$ cat src/design/elcd_pkg.sv
package elcd_pkg;

  localparam int LOAD_W = 9;
  localparam logic [LOAD_W-1:0] LOAD_MAX = 9'd511;
  localparam int CLIENT_W = 16;
  localparam int CFG_IDX_W = 2;
  localparam int CFG_DATA_W = 8;
  localparam logic [4:0] STARTS_MAX = 5'd31;

  localparam logic [1:0] ACT_REQUEST  = 2'd0;
  localparam logic [1:0] ACT_RESPONSE = 2'd1;
  localparam logic [1:0] ACT_ONLINE   = 2'd2;
  localparam logic [1:0] ACT_TICK     = 2'd3;

  localparam logic [CFG_IDX_W-1:0] CFG_SCALE_UP   = 2'd0;
  localparam logic [CFG_IDX_W-1:0] CFG_SCALE_DOWN = 2'd1;
  localparam logic [CFG_IDX_W-1:0] CFG_LIMIT      = 2'd2;
  localparam logic [CFG_IDX_W-1:0] CFG_POLICY     = 2'd3;

  typedef enum logic [2:0] {
    IK_REQ,
    IK_ACK,
    IK_RESP,
    IK_ONLINE,
    IK_TICK
  } item_kind_t;

  typedef struct packed {
    item_kind_t          kind;
    logic [CLIENT_W-1:0] client;
    logic [7:0]          tag;
    logic [3:0]          worker;
  } item_t;

  typedef enum logic [2:0] {
    RK_DISPATCH = 3'd0,
    RK_FORWARD  = 3'd1,
    RK_ACK      = 3'd2,
    RK_ADDED    = 3'd3,
    RK_START    = 3'd4,
    RK_KILL     = 3'd5,
    RK_ERROR    = 3'd6
  } res_kind_t;

  typedef struct packed {
    res_kind_t           kind;
    logic [3:0]          target;
    logic [7:0]          tag;
    logic [CLIENT_W-1:0] client;
    logic                init;
    logic                last;
  } res_t;

endpackage

$ cat src/design/elcd_ram.sv
module elcd_ram #(
  parameter int W = 8,
  parameter int D = 16
) (
  input  logic                 clk,
  input  logic                 we,
  input  logic [$clog2(D)-1:0] waddr,
  input  logic [W-1:0]         wdata,
  input  logic [$clog2(D)-1:0] raddr,
  output logic [W-1:0]         rdata
);

  logic [W-1:0] mem_r [D];
  logic [W-1:0] rdata_r;

  always_ff @(posedge clk) begin
    if (we) begin
      mem_r[waddr] <= wdata;
    end
    rdata_r <= mem_r[raddr];
  end

  assign rdata = rdata_r;

endmodule

$ cat src/design/elcd_front.sv
module elcd_front (
  input  logic                 clk,
  input  logic                 rst_n,
  input  logic                 in_valid,
  output logic                 in_ready,
  input  logic [1:0]           in_action,
  input  logic [15:0]          in_client_id,
  input  logic                 in_last_request,
  input  logic [7:0]           in_response_tag,
  input  logic [3:0]           in_worker_index,
  output logic                 item_valid,
  output elcd_pkg::item_t      item,
  input  logic                 item_pop
);

  elcd_pkg::item_t e_r [2];
  elcd_pkg::item_t e_nxt [2];
  logic [1:0] cnt_r, cnt_nxt;
  elcd_pkg::item_t cls;
  logic push;

  // classify the raw item
  always_comb begin
    cls.client = in_client_id;
    cls.tag    = in_response_tag;
    cls.worker = in_worker_index;
    case (in_action)
      elcd_pkg::ACT_REQUEST:  cls.kind = in_last_request ? elcd_pkg::IK_ACK
                                                         : elcd_pkg::IK_REQ;
      elcd_pkg::ACT_RESPONSE: cls.kind = elcd_pkg::IK_RESP;
      elcd_pkg::ACT_ONLINE:   cls.kind = elcd_pkg::IK_ONLINE;
      default:                cls.kind = elcd_pkg::IK_TICK;
    endcase
  end

  assign in_ready   = (cnt_r != 2'd2);
  assign push       = in_valid && in_ready;
  assign item_valid = (cnt_r != 2'd0);
  assign item       = e_r[0];

  always_comb begin
    e_nxt   = e_r;
    cnt_nxt = cnt_r;
    if (item_pop && item_valid) begin
      e_nxt[0] = e_r[1];
      cnt_nxt  = cnt_nxt - 2'd1;
    end
    if (push) begin
      e_nxt[cnt_nxt[0]] = cls;
      cnt_nxt = cnt_nxt + 2'd1;
    end
  end

  always_ff @(posedge clk) begin
    if (!rst_n) begin
      cnt_r <= 2'd0;
    end else begin
      cnt_r <= cnt_nxt;
    end
    e_r <= e_nxt;
  end

endmodule

$ cat src/design/elcd_back.sv
module elcd_back #(
  parameter int WORKER_SLOTS = 16,
  parameter int TAG_DEPTH    = 256
) (
  input  logic                            clk,
  input  logic                            rst_n,
  input  logic                            cfg_we,
  input  logic [elcd_pkg::CFG_IDX_W-1:0]  cfg_index,
  input  logic [elcd_pkg::CFG_DATA_W-1:0] cfg_data,
  input  logic                            item_valid,
  input  elcd_pkg::item_t                 item,
  output logic                            item_pop,
  output logic                            res_valid,
  output elcd_pkg::res_t                  res,
  input  logic                            res_ready
);

  localparam int WW   = $clog2(WORKER_SLOTS);
  localparam int CW   = $clog2(WORKER_SLOTS + 1);
  localparam int CMPW = (CW > 4) ? CW : 4;
  localparam int SW   = ((CW > 5) ? CW : 5) + 1;
  localparam int TW   = $clog2(TAG_DEPTH);
  localparam int OW   = $clog2(TAG_DEPTH + 1);
  localparam int RW   = ((TW + 1) > 8) ? (TW + 1) : 8;
  localparam int LW   = elcd_pkg::LOAD_W;

  typedef enum logic [3:0] {
    S_CLR, S_IDLE, S_REQ_INC, S_RESP_MOD, S_RESP_WB, S_SCAN, S_SCAN_END, S_DECIDE
  } state_t;

  state_t state_r, state_nxt;

  logic [7:0]    thr_r, thr_nxt;
  logic [7:0]    bound_r, bound_nxt;
  logic [4:0]    limit_r, limit_nxt;
  logic          policy_r, policy_nxt;

  logic [CW-1:0] active_r, active_nxt;
  logic [WW-1:0] chosen_r, chosen_nxt;
  logic [4:0]    starts_r, starts_nxt;
  logic          retire_r, retire_nxt;
  logic          ready_r, ready_nxt;
  logic [TW-1:0] tag_r, tag_nxt;
  logic [OW-1:0] outst_r, outst_nxt;

  logic [WW-1:0]   w_r, w_nxt;
  logic [TW-1:0]   dtag_r, dtag_nxt;
  logic [RW-1:0]   rt_r, rt_nxt;
  logic [CMPW-1:0] rw_r, rw_nxt;
  logic [WW-1:0]   clr_r, clr_nxt;
  logic [WW-1:0]   scan_r, scan_nxt;
  logic            pend_r, pend_nxt;
  logic [WW-1:0]   pidx_r, pidx_nxt;
  logic            stick_r, stick_nxt;
  logic [LW-1:0]   min_r, min_nxt;
  logic [WW-1:0]   midx_r, midx_nxt;
  logic [LW-1:0]   max_r, max_nxt;
  logic [LW-1:0]   lastld_r, lastld_nxt;

  elcd_pkg::res_t q_r [2];
  elcd_pkg::res_t q_nxt [2];
  logic [1:0]     qcnt_r, qcnt_nxt;

  logic          lw_en;
  logic [WW-1:0] lw_addr, lr_addr;
  logic [LW-1:0] lw_data, lr_data;
  logic          tw_en;
  logic [TW-1:0] tr_addr;
  logic [15:0]   tr_data;

  logic [WW-1:0] w_sel, nx_rr, nx_ll;
  logic [CW-1:0] rr_sum;
  logic          do_start, do_kill, do_mark;
  logic [CW-1:0] act_after;
  logic          ret_after;
  elcd_pkg::res_t p0, p1;
  logic [1:0]    push_n;

  elcd_ram #(.W(LW), .D(WORKER_SLOTS)) u_load (
    .clk(clk), .we(lw_en), .waddr(lw_addr), .wdata(lw_data),
    .raddr(lr_addr), .rdata(lr_data)
  );

  elcd_ram #(.W(elcd_pkg::CLIENT_W), .D(TAG_DEPTH)) u_tags (
    .clk(clk), .we(tw_en), .waddr(tag_r), .wdata(item.client),
    .raddr(tr_addr), .rdata(tr_data)
  );

  // keep the next choice off the last worker while it is retiring
  function automatic logic [WW-1:0] skip_last(input logic [WW-1:0] n,
                                               input logic retire,
                                               input logic [CW-1:0] act);
    logic [WW-1:0] r;
    r = n;
    if (retire && (CW'(n) == act - CW'(1)) && (n != '0)) begin
      r = n - WW'(1);
    end
    return r;
  endfunction

  assign w_sel  = (CW'(chosen_r) < active_r) ? chosen_r : '0;
  assign rr_sum = CW'(w_r) + CW'(1);
  assign nx_rr  = skip_last((rr_sum == active_r) ? '0 : rr_sum[WW-1:0], retire_r, active_r);
  assign nx_ll  = skip_last(midx_r, retire_r, active_r);

  assign do_start = (min_r > LW'(thr_r)) &&
                    ((SW'(active_r) + SW'(starts_r)) < SW'(limit_r));
  assign do_kill  = retire_r && (lastld_r == '0);
  assign act_after = do_kill ? (active_r - CW'(1)) : active_r;
  assign ret_after = do_kill ? 1'b0 : retire_r;
  assign do_mark   = !ret_after && (act_after > CW'(1)) && (max_r <= LW'(bound_r));

  assign res_valid = (qcnt_r != 2'd0);
  assign res       = q_r[0];

  always_comb begin
    state_nxt  = state_r;
    thr_nxt    = thr_r;
    bound_nxt  = bound_r;
    limit_nxt  = limit_r;
    policy_nxt = policy_r;
    active_nxt = active_r;
    chosen_nxt = chosen_r;
    starts_nxt = starts_r;
    retire_nxt = retire_r;
    ready_nxt  = ready_r;
    tag_nxt    = tag_r;
    outst_nxt  = outst_r;
    w_nxt      = w_r;
    dtag_nxt   = dtag_r;
    rt_nxt     = rt_r;
    rw_nxt     = rw_r;
    clr_nxt    = clr_r;
    scan_nxt   = scan_r;
    pend_nxt   = 1'b0;
    pidx_nxt   = pidx_r;
    stick_nxt  = stick_r;
    min_nxt    = min_r;
    midx_nxt   = midx_r;
    max_nxt    = max_r;
    lastld_nxt = lastld_r;
    q_nxt      = q_r;
    qcnt_nxt   = qcnt_r;
    lw_en      = 1'b0;
    lw_addr    = '0;
    lw_data    = '0;
    lr_addr    = '0;
    tw_en      = 1'b0;
    tr_addr    = rt_r[TW-1:0];
    item_pop   = 1'b0;
    p0         = '0;
    p1         = '0;
    push_n     = 2'd0;

    if (cfg_we) begin
      case (cfg_index)
        elcd_pkg::CFG_SCALE_UP:   thr_nxt    = cfg_data;
        elcd_pkg::CFG_SCALE_DOWN: bound_nxt  = cfg_data;
        elcd_pkg::CFG_LIMIT:      limit_nxt  = cfg_data[4:0];
        elcd_pkg::CFG_POLICY:     policy_nxt = cfg_data[0];
        default: ;
      endcase
    end

    // fold in the load returned for the index issued last cycle
    if (pend_r) begin
      lastld_nxt = lr_data;
      if (pidx_r == '0) begin
        min_nxt  = lr_data;
        midx_nxt = '0;
        max_nxt  = lr_data;
      end else begin
        if (lr_data < min_r) begin
          min_nxt  = lr_data;
          midx_nxt = pidx_r;
        end
        if (lr_data > max_r) begin
          max_nxt = lr_data;
        end
      end
    end

    case (state_r)
      S_CLR: begin
        lw_en   = 1'b1;
        lw_addr = clr_r;
        if (clr_r == WW'(WORKER_SLOTS - 1)) begin
          state_nxt = S_IDLE;
        end else begin
          clr_nxt = clr_r + WW'(1);
        end
      end
      S_IDLE: begin
        if (item_valid && (qcnt_r == 2'd0)) begin
          item_pop = 1'b1;
          case (item.kind)
            elcd_pkg::IK_ACK: begin
              p0.kind   = elcd_pkg::RK_ACK;
              p0.client = item.client;
              p0.last   = 1'b1;
              push_n    = 2'd1;
            end
            elcd_pkg::IK_REQ: begin
              if ((active_r == '0) || (outst_r == OW'(TAG_DEPTH))) begin
                p0.kind = elcd_pkg::RK_ERROR;
                p0.last = 1'b1;
                push_n  = 2'd1;
              end else begin
                w_nxt     = w_sel;
                lr_addr   = w_sel;
                tw_en     = 1'b1;
                dtag_nxt  = tag_r;
                tag_nxt   = (tag_r == TW'(TAG_DEPTH - 1)) ? '0 : tag_r + TW'(1);
                outst_nxt = outst_r + OW'(1);
                state_nxt = S_REQ_INC;
              end
            end
            elcd_pkg::IK_RESP: begin
              rt_nxt    = RW'(item.tag);
              rw_nxt    = CMPW'(item.worker);
              state_nxt = S_RESP_MOD;
            end
            elcd_pkg::IK_ONLINE: begin
              if (active_r == CW'(WORKER_SLOTS)) begin
                p0.kind = elcd_pkg::RK_ERROR;
              end else begin
                lw_en      = 1'b1;
                lw_addr    = active_r[WW-1:0];
                active_nxt = active_r + CW'(1);
                ready_nxt  = 1'b1;
                if (starts_r != 5'd0) begin
                  starts_nxt = starts_r - 5'd1;
                end
                p0.kind   = elcd_pkg::RK_ADDED;
                p0.target = 4'(active_r);
                p0.init   = !ready_r;
              end
              p0.last = 1'b1;
              push_n  = 2'd1;
            end
            elcd_pkg::IK_TICK: begin
              if (active_r != '0) begin
                stick_nxt = 1'b1;
                scan_nxt  = '0;
                state_nxt = S_SCAN;
              end
            end
            default: ;
          endcase
        end
      end
      S_REQ_INC: begin
        lw_en   = 1'b1;
        lw_addr = w_r;
        lw_data = (lr_data == elcd_pkg::LOAD_MAX) ? lr_data : lr_data + LW'(1);
        p0.kind   = elcd_pkg::RK_DISPATCH;
        p0.target = 4'(w_r);
        p0.tag    = 8'(dtag_r);
        p0.last   = 1'b1;
        push_n    = 2'd1;
        if (policy_r) begin
          chosen_nxt = nx_rr;
          state_nxt  = S_IDLE;
        end else begin
          stick_nxt = 1'b0;
          scan_nxt  = '0;
          state_nxt = S_SCAN;
        end
      end
      S_RESP_MOD: begin
        // reduce the tag below the table depth, one subtraction a cycle
        if (rt_r >= RW'(TAG_DEPTH)) begin
          rt_nxt = rt_r - RW'(TAG_DEPTH);
        end else begin
          lr_addr   = rw_r[WW-1:0];
          state_nxt = S_RESP_WB;
        end
      end
      S_RESP_WB: begin
        if ((rw_r < CMPW'(active_r)) && (lr_data != '0)) begin
          lw_en   = 1'b1;
          lw_addr = rw_r[WW-1:0];
          lw_data = lr_data - LW'(1);
        end
        if (outst_r != '0) begin
          outst_nxt = outst_r - OW'(1);
        end
        p0.kind   = elcd_pkg::RK_FORWARD;
        p0.target = 4'(rw_r);
        p0.client = tr_data;
        p0.last   = 1'b1;
        push_n    = 2'd1;
        state_nxt = S_IDLE;
      end
      S_SCAN: begin
        lr_addr  = scan_r;
        pend_nxt = 1'b1;
        pidx_nxt = scan_r;
        if (CW'(scan_r) == active_r - CW'(1)) begin
          state_nxt = S_SCAN_END;
        end else begin
          scan_nxt = scan_r + WW'(1);
        end
      end
      S_SCAN_END: begin
        state_nxt = S_DECIDE;
      end
      S_DECIDE: begin
        state_nxt = S_IDLE;
        if (!stick_r) begin
          chosen_nxt = nx_ll;
        end else begin
          if (do_start && (starts_r != elcd_pkg::STARTS_MAX)) begin
            starts_nxt = starts_r + 5'd1;
          end
          active_nxt = act_after;
          retire_nxt = ret_after || do_mark;
          if (do_start) begin
            p0.kind   = elcd_pkg::RK_START;
            p0.target = 4'(active_r);
            p0.last   = !do_kill;
            p1.kind   = elcd_pkg::RK_KILL;
            p1.target = 4'(active_r - CW'(1));
            p1.last   = 1'b1;
          end else begin
            p0.kind   = elcd_pkg::RK_KILL;
            p0.target = 4'(active_r - CW'(1));
            p0.last   = 1'b1;
          end
          push_n = {1'b0, do_start} + {1'b0, do_kill};
        end
      end
      default: state_nxt = S_IDLE;
    endcase

    // results are only pushed into an empty queue
    if (push_n != 2'd0) begin
      q_nxt[0] = p0;
      q_nxt[1] = p1;
      qcnt_nxt = push_n;
    end else if (res_valid && res_ready) begin
      q_nxt[0] = q_r[1];
      qcnt_nxt = qcnt_r - 2'd1;
    end
  end

  always_ff @(posedge clk) begin
    if (!rst_n) begin
      state_r  <= S_CLR;
      thr_r    <= 8'd7;
      bound_r  <= 8'd2;
      limit_r  <= 5'd4;
      policy_r <= 1'b0;
      active_r <= '0;
      chosen_r <= '0;
      starts_r <= 5'd0;
      retire_r <= 1'b0;
      ready_r  <= 1'b0;
      tag_r    <= '0;
      outst_r  <= '0;
      clr_r    <= '0;
      pend_r   <= 1'b0;
      qcnt_r   <= 2'd0;
    end else begin
      state_r  <= state_nxt;
      thr_r    <= thr_nxt;
      bound_r  <= bound_nxt;
      limit_r  <= limit_nxt;
      policy_r <= policy_nxt;
      active_r <= active_nxt;
      chosen_r <= chosen_nxt;
      starts_r <= starts_nxt;
      retire_r <= retire_nxt;
      ready_r  <= ready_nxt;
      tag_r    <= tag_nxt;
      outst_r  <= outst_nxt;
      clr_r    <= clr_nxt;
      pend_r   <= pend_nxt;
      qcnt_r   <= qcnt_nxt;
    end
    w_r      <= w_nxt;
    dtag_r   <= dtag_nxt;
    rt_r     <= rt_nxt;
    rw_r     <= rw_nxt;
    scan_r   <= scan_nxt;
    pidx_r   <= pidx_nxt;
    stick_r  <= stick_nxt;
    min_r    <= min_nxt;
    midx_r   <= midx_nxt;
    max_r    <= max_nxt;
    lastld_r <= lastld_nxt;
    q_r      <= q_nxt;
  end

endmodule

$ cat src/design/elastic_least_connection_dispatcher_top.sv
// channel   direction  handshake              payload
// in_       input      in_valid / in_ready    action, client_id, last_request, tag, worker
// out_      output     out_valid / out_ready  kind, worker, tag, client, init, last
// cfg_      input      cfg_we                 cfg_index, cfg_data
//
// Items enter a two-deep input queue and are executed one at a time by the back end.
// Ack, error, worker-online and an idle-pool tick are handled in the idle state; a round-robin
// dispatch adds a load update, a response a tag reduction per tag wrap and a write-back, and a tick
// and a least-connection dispatch a serial scan of the load memory over the active workers.
// Reset is synchronous; after it the load memory is cleared slot by slot before any item is executed.
// A held result stalls the back end only; the input queue keeps taking items until it is full.
module elastic_least_connection_dispatcher_top #(
  parameter int WORKER_SLOTS = 16,
  parameter int TAG_DEPTH    = 256
) (
  input  logic                            clk,
  input  logic                            rst_n,
  input  logic                            cfg_we,
  input  logic [elcd_pkg::CFG_IDX_W-1:0]  cfg_index,
  input  logic [elcd_pkg::CFG_DATA_W-1:0] cfg_data,
  input  logic                            in_valid,
  output logic                            in_ready,
  input  logic [1:0]                      in_action,
  input  logic [15:0]                     in_client_id,
  input  logic                            in_last_request,
  input  logic [7:0]                      in_response_tag,
  input  logic [3:0]                      in_worker_index,
  output logic                            out_valid,
  input  logic                            out_ready,
  output logic [2:0]                      out_result_kind,
  output logic [3:0]                      out_target_worker,
  output logic [7:0]                      out_assigned_tag,
  output logic [15:0]                     out_client_out,
  output logic                            out_init_complete,
  output logic                            out_last_of_run
);

  logic            item_valid;
  logic            item_pop;
  elcd_pkg::item_t item;
  elcd_pkg::res_t  res;

  elcd_front u_front (
    .clk(clk), .rst_n(rst_n),
    .in_valid(in_valid), .in_ready(in_ready),
    .in_action(in_action), .in_client_id(in_client_id),
    .in_last_request(in_last_request), .in_response_tag(in_response_tag),
    .in_worker_index(in_worker_index),
    .item_valid(item_valid), .item(item), .item_pop(item_pop)
  );

  elcd_back #(.WORKER_SLOTS(WORKER_SLOTS), .TAG_DEPTH(TAG_DEPTH)) u_back (
    .clk(clk), .rst_n(rst_n),
    .cfg_we(cfg_we), .cfg_index(cfg_index), .cfg_data(cfg_data),
    .item_valid(item_valid), .item(item), .item_pop(item_pop),
    .res_valid(out_valid), .res(res), .res_ready(out_ready)
  );

  assign out_result_kind   = res.kind;
  assign out_target_worker = res.target;
  assign out_assigned_tag  = res.tag;
  assign out_client_out    = res.client;
  assign out_init_complete = res.init;
  assign out_last_of_run   = res.last;

endmodule

$ cat config.mk
export PLATFORM = sky130hd
export DESIGN_NAME = elastic_least_connection_dispatcher_top
export DESIGN_NICKNAME = d
export VERILOG_FILES = /design/src/design/elcd_pkg.sv /design/src/design/elcd_ram.sv /design/src/design/elcd_front.sv /design/src/design/elcd_back.sv /design/src/design/elastic_least_connection_dispatcher_top.sv
export SDC_FILE = /design/constraint.sdc
export NUM_CORES = 2
export LEC_CHECK = 0
export BUFFER_PORTS_ARGS = -buffer_cell sky130_fd_sc_hd__buf_2
export CAP_MARGIN = 20
export CORE_MARGIN = 1
export CORE_UTILIZATION = 50
export CTS_CLUSTER_SIZE = 14
export DETAILED_ROUTE_END_ITERATION = 8
export PLACE_DENSITY = 0.61
export SYNTH_ARGS = -nofsm -noshare
export SYNTH_HDL_FRONTEND = slang
export SYNTH_MEMORY_MAX_BITS = 65536
export SYNTH_SLANG_ARGS = --single-unit
$ cat constraint.sdc
create_clock -name clk -period 6.3 [get_ports clk]
set_input_delay 1.575 -clock clk [delete_from_list [all_inputs] [get_ports clk]]
set_output_delay 1.575 -clock clk [all_outputs]
set_load 0.01 [all_outputs]
### Yosys cells after proc, flatten, opt, wreduce, memory -nomap -nowiden

Memories as Yosys holds them, arrays and structs flattened. A register that Yosys moved wholly into a read port is not among the register bits.
Cells that the tools add are included.

* register bits after elaboration: 236
* RAM bits: 4240
* input bits: 46
* output and inout port bits: 35
* logic and storage cells: 324
* memories: 2

Memory list
* u_back.u_tags.mem_r: words 256, bits a word 16, rd ports 1, clocked after Yosys merged registers in 1, write ports 1, line elcd_ram.sv:13 `logic [W-1:0] mem_r [D];`
* u_back.u_load.mem_r: words 16, bits a word 9, rd ports 1, clocked after Yosys merged registers in 1, write ports 1, line elcd_ram.sv:13

* add/sub/neg operators: 20
* order comparisons: 11
* eq/ne operators: 50
* multiplexer cells: 124
* bitwise gates (word level): 4
* reduce and logical (&&, ||, !) cells: 69

Operators with widths (number)
* 9-bit two-way mux: 13
* 4-bit two-way mux: 26
* 33-bit two-way mux: 2
* 62-bit bitwise mux: 1
* 31-bit two-way mux: 2
* 62-bit two-way mux: 1
* 5-bit two-way mux: 12
* 9-bit case mux with 2 select lines: 3
* 4-bit case mux with 3 select lines: 3
* 16-bit case mux with 2 select lines: 1
* 31-bit demux with 1-bit select: 1
* 1-bit two-way mux: 29
* 7-bit case mux with 4 select lines: 1
* 4-bit case mux with 6 select lines: 1
* 2-bit != test, second input constant: 11
* 2-bit nonzero test: 11
* 7-bit two-way mux: 3
* 2-bit by 1-bit != test with 1-bit output, second input constant: 10
* 5-bit case mux with 2 select lines: 2
* 9-bit by 1-bit adder with 9-bit output, second input constant: 2
* 9-bit == test, second input constant: 2
* 18-bit two-way mux: 1
* 3-bit case mux with 3 select lines: 2
* 9-bit nonzero test: 2
* other kinds (69): 136

### Depth between registers and ports, before layout

* word-level depth: 13
* gate-level depth with buffers: 19
* mapped depth without buffers: 18

### Hierarchy

Synthesis repeated with hierarchy kept, for this count alone.

* cell total of the unflattened synthesis: 8924
* area, all modules: 177728.0 um^2

By module, submodules not included
* elcd_ram at u_back.u_tags: instances 1, cells an instance 7360, area an instance 158714.7 um^2
* elcd_back: instances 1, cells an instance 1079, area an instance 10354.9 um^2
* elcd_ram at u_back.u_load: instances 1, cells an instance 254, area an instance 5780.5 um^2
* elcd_front: instances 1, cells an instance 231, area an instance 2877.8 um^2

### Least setup slack after synthesis

Ideal clock, no wire load.

* path type: reg2reg
* start point: reg u_back.starts_r[0]
* end point: reg u_back.q_r (netlist bit u_back.res[0]) (enable)
* library setup time: 489 ps
* data arrival time: 4217 ps
* required time: 5811 ps
* setup slack: 1593 ps
* cell stages (with the launch flop): 16
* path through: dfxtp_1 > ha_1 > fa_1 > ha_1 > a21o_1 > a21o_1 > a21o_1 > a221oi_1 > nand2_1 > inv_1 > ha_1 > a21boi_0 > o21ai_0 > a21oi_1 > clkbuf_1 > nand2b_1

* word-level cells in the longest chain between the ends: 8

Ends and longest elaborated chain
* from (decl): line elcd_back.sv:40 `logic [4:0] starts_r, starts_nxt;`
* from (signal assigned): line elcd_back.sv:372 `starts_r <= starts_nxt;`
* 5-bit by 5-bit adder with 6-bit output: line elcd_back.sv:107 `((SW'(active_r) + SW'(starts_r)) < SW'(limit_r));`
* 6-bit by 5-bit less-than comparator with 1-bit output: line elcd_back.sv:107
* 1-bit logical AND: line elcd_back.sv:106 `assign do_start = (min_r > LW'(thr_r)) &&`
* net u_back.do_start: line elcd_back.sv:73 `logic do_start, do_kill, do_mark;`
* 1-bit by 1-bit adder with 2-bit output: line elcd_back.sv:330 `push_n = {1'b0, do_start} + {1'b0, do_kill};`
* 2-bit two-way mux: line elcd_back.sv:310 `if (!stick_r) begin`
* 2-bit case mux with 3 select lines: line elcd_back.sv:183 `case (state_r)`
* 2-bit nonzero test: line elcd_back.sv:337 `if (push_n != 2'd0) begin`
* 2-bit nonzero test (no line)
* to (signal assigned): line elcd_back.sv:392 `q_r <= q_nxt;`
* to (decl): line elcd_back.sv:60 `elcd_pkg::res_t q_r [2];`

The timed path passes the listed nets, and every way through them passes these cells.
A chain may end at the register's enable or synchronous reset.

==> impl_metrics.py <==
metrics = {
    "die": {
        "row_count": 216,
        "start_util_pct": 50.4,
        "die_h_um": 593,
        "core_area_um2": 347000,
        "die_width_um": 593,
        "io_pins": 81,
        "dieArea_um2": 352000,
    },
    "yosys": {
        "syn-num-nets": 7940,
        "syn_avg_cell_area_um2": 22.4,
        "ys_seq_area_share_pct": 76.5,
        "yosysWarningCount": 0,
        "async_reset_ff_share_pct": 0,
        "synth_edf_count": 4374,
        "syn_area_um2": 175000,
        "ys_types": 81,
        "synth_cells": 7809,
        "synth_flop_cell": "edfxtp_1",
        "synth_seq_cells": 4497,
        "synth_top_area_share_pct": 75.1,
        "synth_area_leaders": "edfxtp_1 (75%), mux4_2 (17%), dfxtp_1 (1.4%), nor2_1 (0.91%), clkbuf_1 (0.59%)",
        "yosysTopAreaCell": "edfxtp_1",
    },
    "cts": {
        "cts_root_buffer": "clkbuf_16",
        "cts_setup_buffers": 0,
        "clkSinkCount": 4497,
        "holdBufCountCts": 0,
        "clock_latency_ps": 980,
        "htreeDepth": 5,
        "tritoncts": "done",
        "post_cts_resized": 0,
        "cts_buffer_depth": 4,
        "cts.clk_slew.worst_paths_ps": 60,
        "cts_made_buffers": 452,
    },
    "sta": {
        "final-hold-violation-count": 0,
        "fin_crit_ps": 5300,
        "max_freq_ghz": 0.189,
        "tightest_slew_ps": 1260,
        "setup_viol_count_final": 0,
        "skew_ps": 57.6,
        "tns_ps": 0,
        "finalCritPeriodShare_pct": 84.2,
        "rsz0062_at_grt": "no",
        "slew_headroom_pct": 16.3,
        "drv_slew": 0,
    },
    "place": {
        "io_buffers": 80,
        "place_congestion": 0.864,
        "hpwl_um": 257000,
        "placed_cells_incl_taps": 12421,
    },
    "global_routing": {
        "grt_pass1_vias": 82944,
        "grt_max_degree": 210,
        "overflow": 0,
        "antenna_found_initial": 27,
        "grtUsageTotal_pct": 24.1,
        "grt_pass1_wl_um": 613000,
    },
    "route": {
        "vias": 83202,
        "wl_per_cell_um": 32.2,
        "vias_per_cell": 6.27,
        "drt-initial-drc-count": 9565,
        "drc": 0,
        "ant_nets": 0,
        "drt-total-wl_um": 427000,
        "drt_first_pass_iters": 7,
    },
    "power_and_ir_drop": {
        "power_density_nw_per_um2": 329,
        "power.leakage_nw": 62.2,
        "max-vdd-ir-drop_mv": 0.351,
    },
    "worst_setup_path": {
        "reg2reg_from": "u_back.active_r[1]$_SDFFE_PN0P_",
        "worst_ep_arrival_time_ps": 6000,
        "path_max_fanout": 15,
        "cp_data_required_time_ps": 6990,
        "worstReg2RegEnd": "u_back.res[30]$_DFFE_PP_",
        "reg2reg_depth": 15,
        "criticalPathCategory": "reg2reg",
        "endpoint_kind": "flop",
        "rrSetupSlack_ps": 1000,
        "worstSetupStartpointType": "flop",
    },
    "min_path": {
        "hold_depth": 0,
        "hold_class": "reg2reg",
        "whs_endpoint": "u_back.midx_r[0]$_SDFFCE_PN0P_",
        "worstHoldStart": "u_back.pidx_r[0]$_DFFE_PP_",
    },
    "flow_run": {
        "drv_cap": 0,
    },
    "final_layout": {
        "layout-drive-gt1-share_pct": 29.7,
        "multi_input_comb_area_um2": 39100,
        "syn_to_final_growth_pct": 13.1,
        "fin_cells": 13264,
        "fin_nets": 8436,
        "nFillCells": 25185,
        "area.sequential_um2": 134000,
    },
    "outcome": {
        "outcome": "finished, final reports clean",
    },
}
[state kept, by name, indices dropped and copies added (netlist names), 5 cells and up, named ones only]
| signal | cells |
|---|---|
| u_back.u_tags.mem_r | 4096 |
| u_back.u_load.mem_r | 144 |
| u_back.res | 33 |
| u_front.item | 31 |
| u_back.u_tags.rdata | 16 |
| u_back.lastld_r | 9 |
| u_back.max_r | 9 |
| u_back.min_r | 9 |
| u_back.outst_r | 9 |
| u_back.rt_r | 9 |
| u_back.u_load.rdata | 9 |
| u_back.bound_r | 8 |
| u_back.dtag_r | 8 |
| u_back.tag_r | 8 |
| u_back.thr_r | 8 |
| u_back.active_r | 5 |
| u_back.limit_r | 5 |
| u_back.q_r | 5 |
| u_back.starts_r | 5 |
[cells by family after synthesis]
kind of cell / Yosys count / synth area share [%]
AO/OA/AOI/OAI: 393 / 1.49
buffers and inverters: 534 / 1.25
AND/OR/NAND/NOR: 838 / 2.16
XOR/XNOR: 50 / 0.263
flip-flops: 4497 / 76.5
adder cells (fa/ha/maj): 85 / 0.625
multiplexers: 1412 / 17.7
[through the flow]
stage               utilization (%)  power (W)  setup WS, ps  cell area (um^2)  hold slack, ps
floorplan                         -     0.0380          1590            175000             406
global placement               52.7     0.0391          1170            183000             435
detailed placement             52.7     0.0393          1050            183000             447
CTS                            56.9     0.0656          1020            198000             462
global route                   57.0     0.0669           654            198000             471
finish                         57.0     0.0651           997            198000             452
[power by group]
part           switching, W  internal (W)
clock                0.0112        0.0153
combinational       0.00234      0.000300
sequential         0.000758        0.0353
[layout by cell type (no fill, tap or decap), types with 43 or more instances in the layout]
cell and count:
a21oi_1 91, a22oi_1 51, buf_12 43, buf_2 81
buf_4 362, bufinv_16 44, clkbuf_1 89, clkbuf_16 462
clkinv_1 103, clkinv_2 82, dfxtp_1 107, edfxtp_1 4374
ha_1 81, inv_1 72, mux2i_1 58, mux4_2 1344
nand2_1 148, nand3_1 65, nor2_1 390, o21ai_0 62
[worst max-delay path by stage]
stage	startpoint	to	slack [ps]	cells after the start
2_1_floorplan	u_back.starts_r[0]$_SDFFE_PN0P_	u_back.res[0]$_DFFE_PP_	1590	15
6_report	u_back.active_r[1]$_SDFFE_PN0P_	u_back.res[30]$_DFFE_PP_	1000	15
4_1_cts	u_back.active_r[1]$_SDFFE_PN0P_	u_back.res[30]$_DFFE_PP_	1020	15
3_5_place_dp	u_back.active_r[1]$_SDFFE_PN0P_	u_back.res[30]$_DFFE_PP_	1050	15
3_3_place_gp	u_back.active_r[0]$_SDFFE_PN0P_	u_back.res[30]$_DFFE_PP_	1170	19
5_1_grt	u_back.active_r[1]$_SDFFE_PN0P_	u_back.res[30]$_DFFE_PP_	650	15
[per-layer routing]
metal,up-vias,share of wire [%],wire length [um],track usage [%]
li1,33951,-,-,-
met1,45120,42,180000,36.4
met2,3555,47,202000,37.3
met3,576,7.8,33500,3.74
met4,0,2.7,11500,6.10
met5,-,0,0,0
[synthesized netlist by cell type (8+ instances only)]
cell type  count
dfxtp_1      123
buf_1        101
o22ai_1       24
a2111oi_0     11
a22oi_1       51
buf_4         32
nor2_1       423
a31oi_1       41
clkbuf_1     277
ha_1          81
and3_1        10
inv_1         73
o21ai_0       64
nor4_1         9
nor2b_1       20
nor3_1        26
xor2_1        21
edfxtp_1    4374
a21o_1        20
a211oi_1      12
nand2b_1      14
or3b_1        11
buf_2         45
or3_1          8
xnor2_1       27
a21oi_1       92
mux2_2         9
nand3b_1       9
nand4_1       18
or2_2         12
mux2i_1       58
and2_1        27
nand2_1      153
a22o_1         9
nand3_1       74
mux4_2      1344
o21a_1        11
[worst max-delay path: stages, from the launching register on]
cell and delay (ps):
dfxtp_1 720, fa_1 530, ha_1 280, a21o_1 160, a21o_1 190, a21o_1 180
a221oi_1 560, nand2_1 280, inv_1 260, ha_1 260, a21boi_0 240, o21ai_0 160
a21oi_2 570, inv_1 360, nor2_1 210, a31oi_1 60
[layout make-up]
| type | instances | area share [%] |
|---|---|---|
| Antenna cell | 12 | 0.0152 |
| Clock buffer | 556 | 6.05 |
| Tap cell | 4578 | 2.90 |
| Inverter | 78 | 0.148 |
| Timing Repair Buffer | 498 | 2.13 |
| Multi-Input combinational cell | 2778 | 19.7 |
| Clock inverter | 267 | 1.33 |
| Sequential cell | 4497 | 67.7 |
Note: power is estimated with default switching activity, not from simulation.
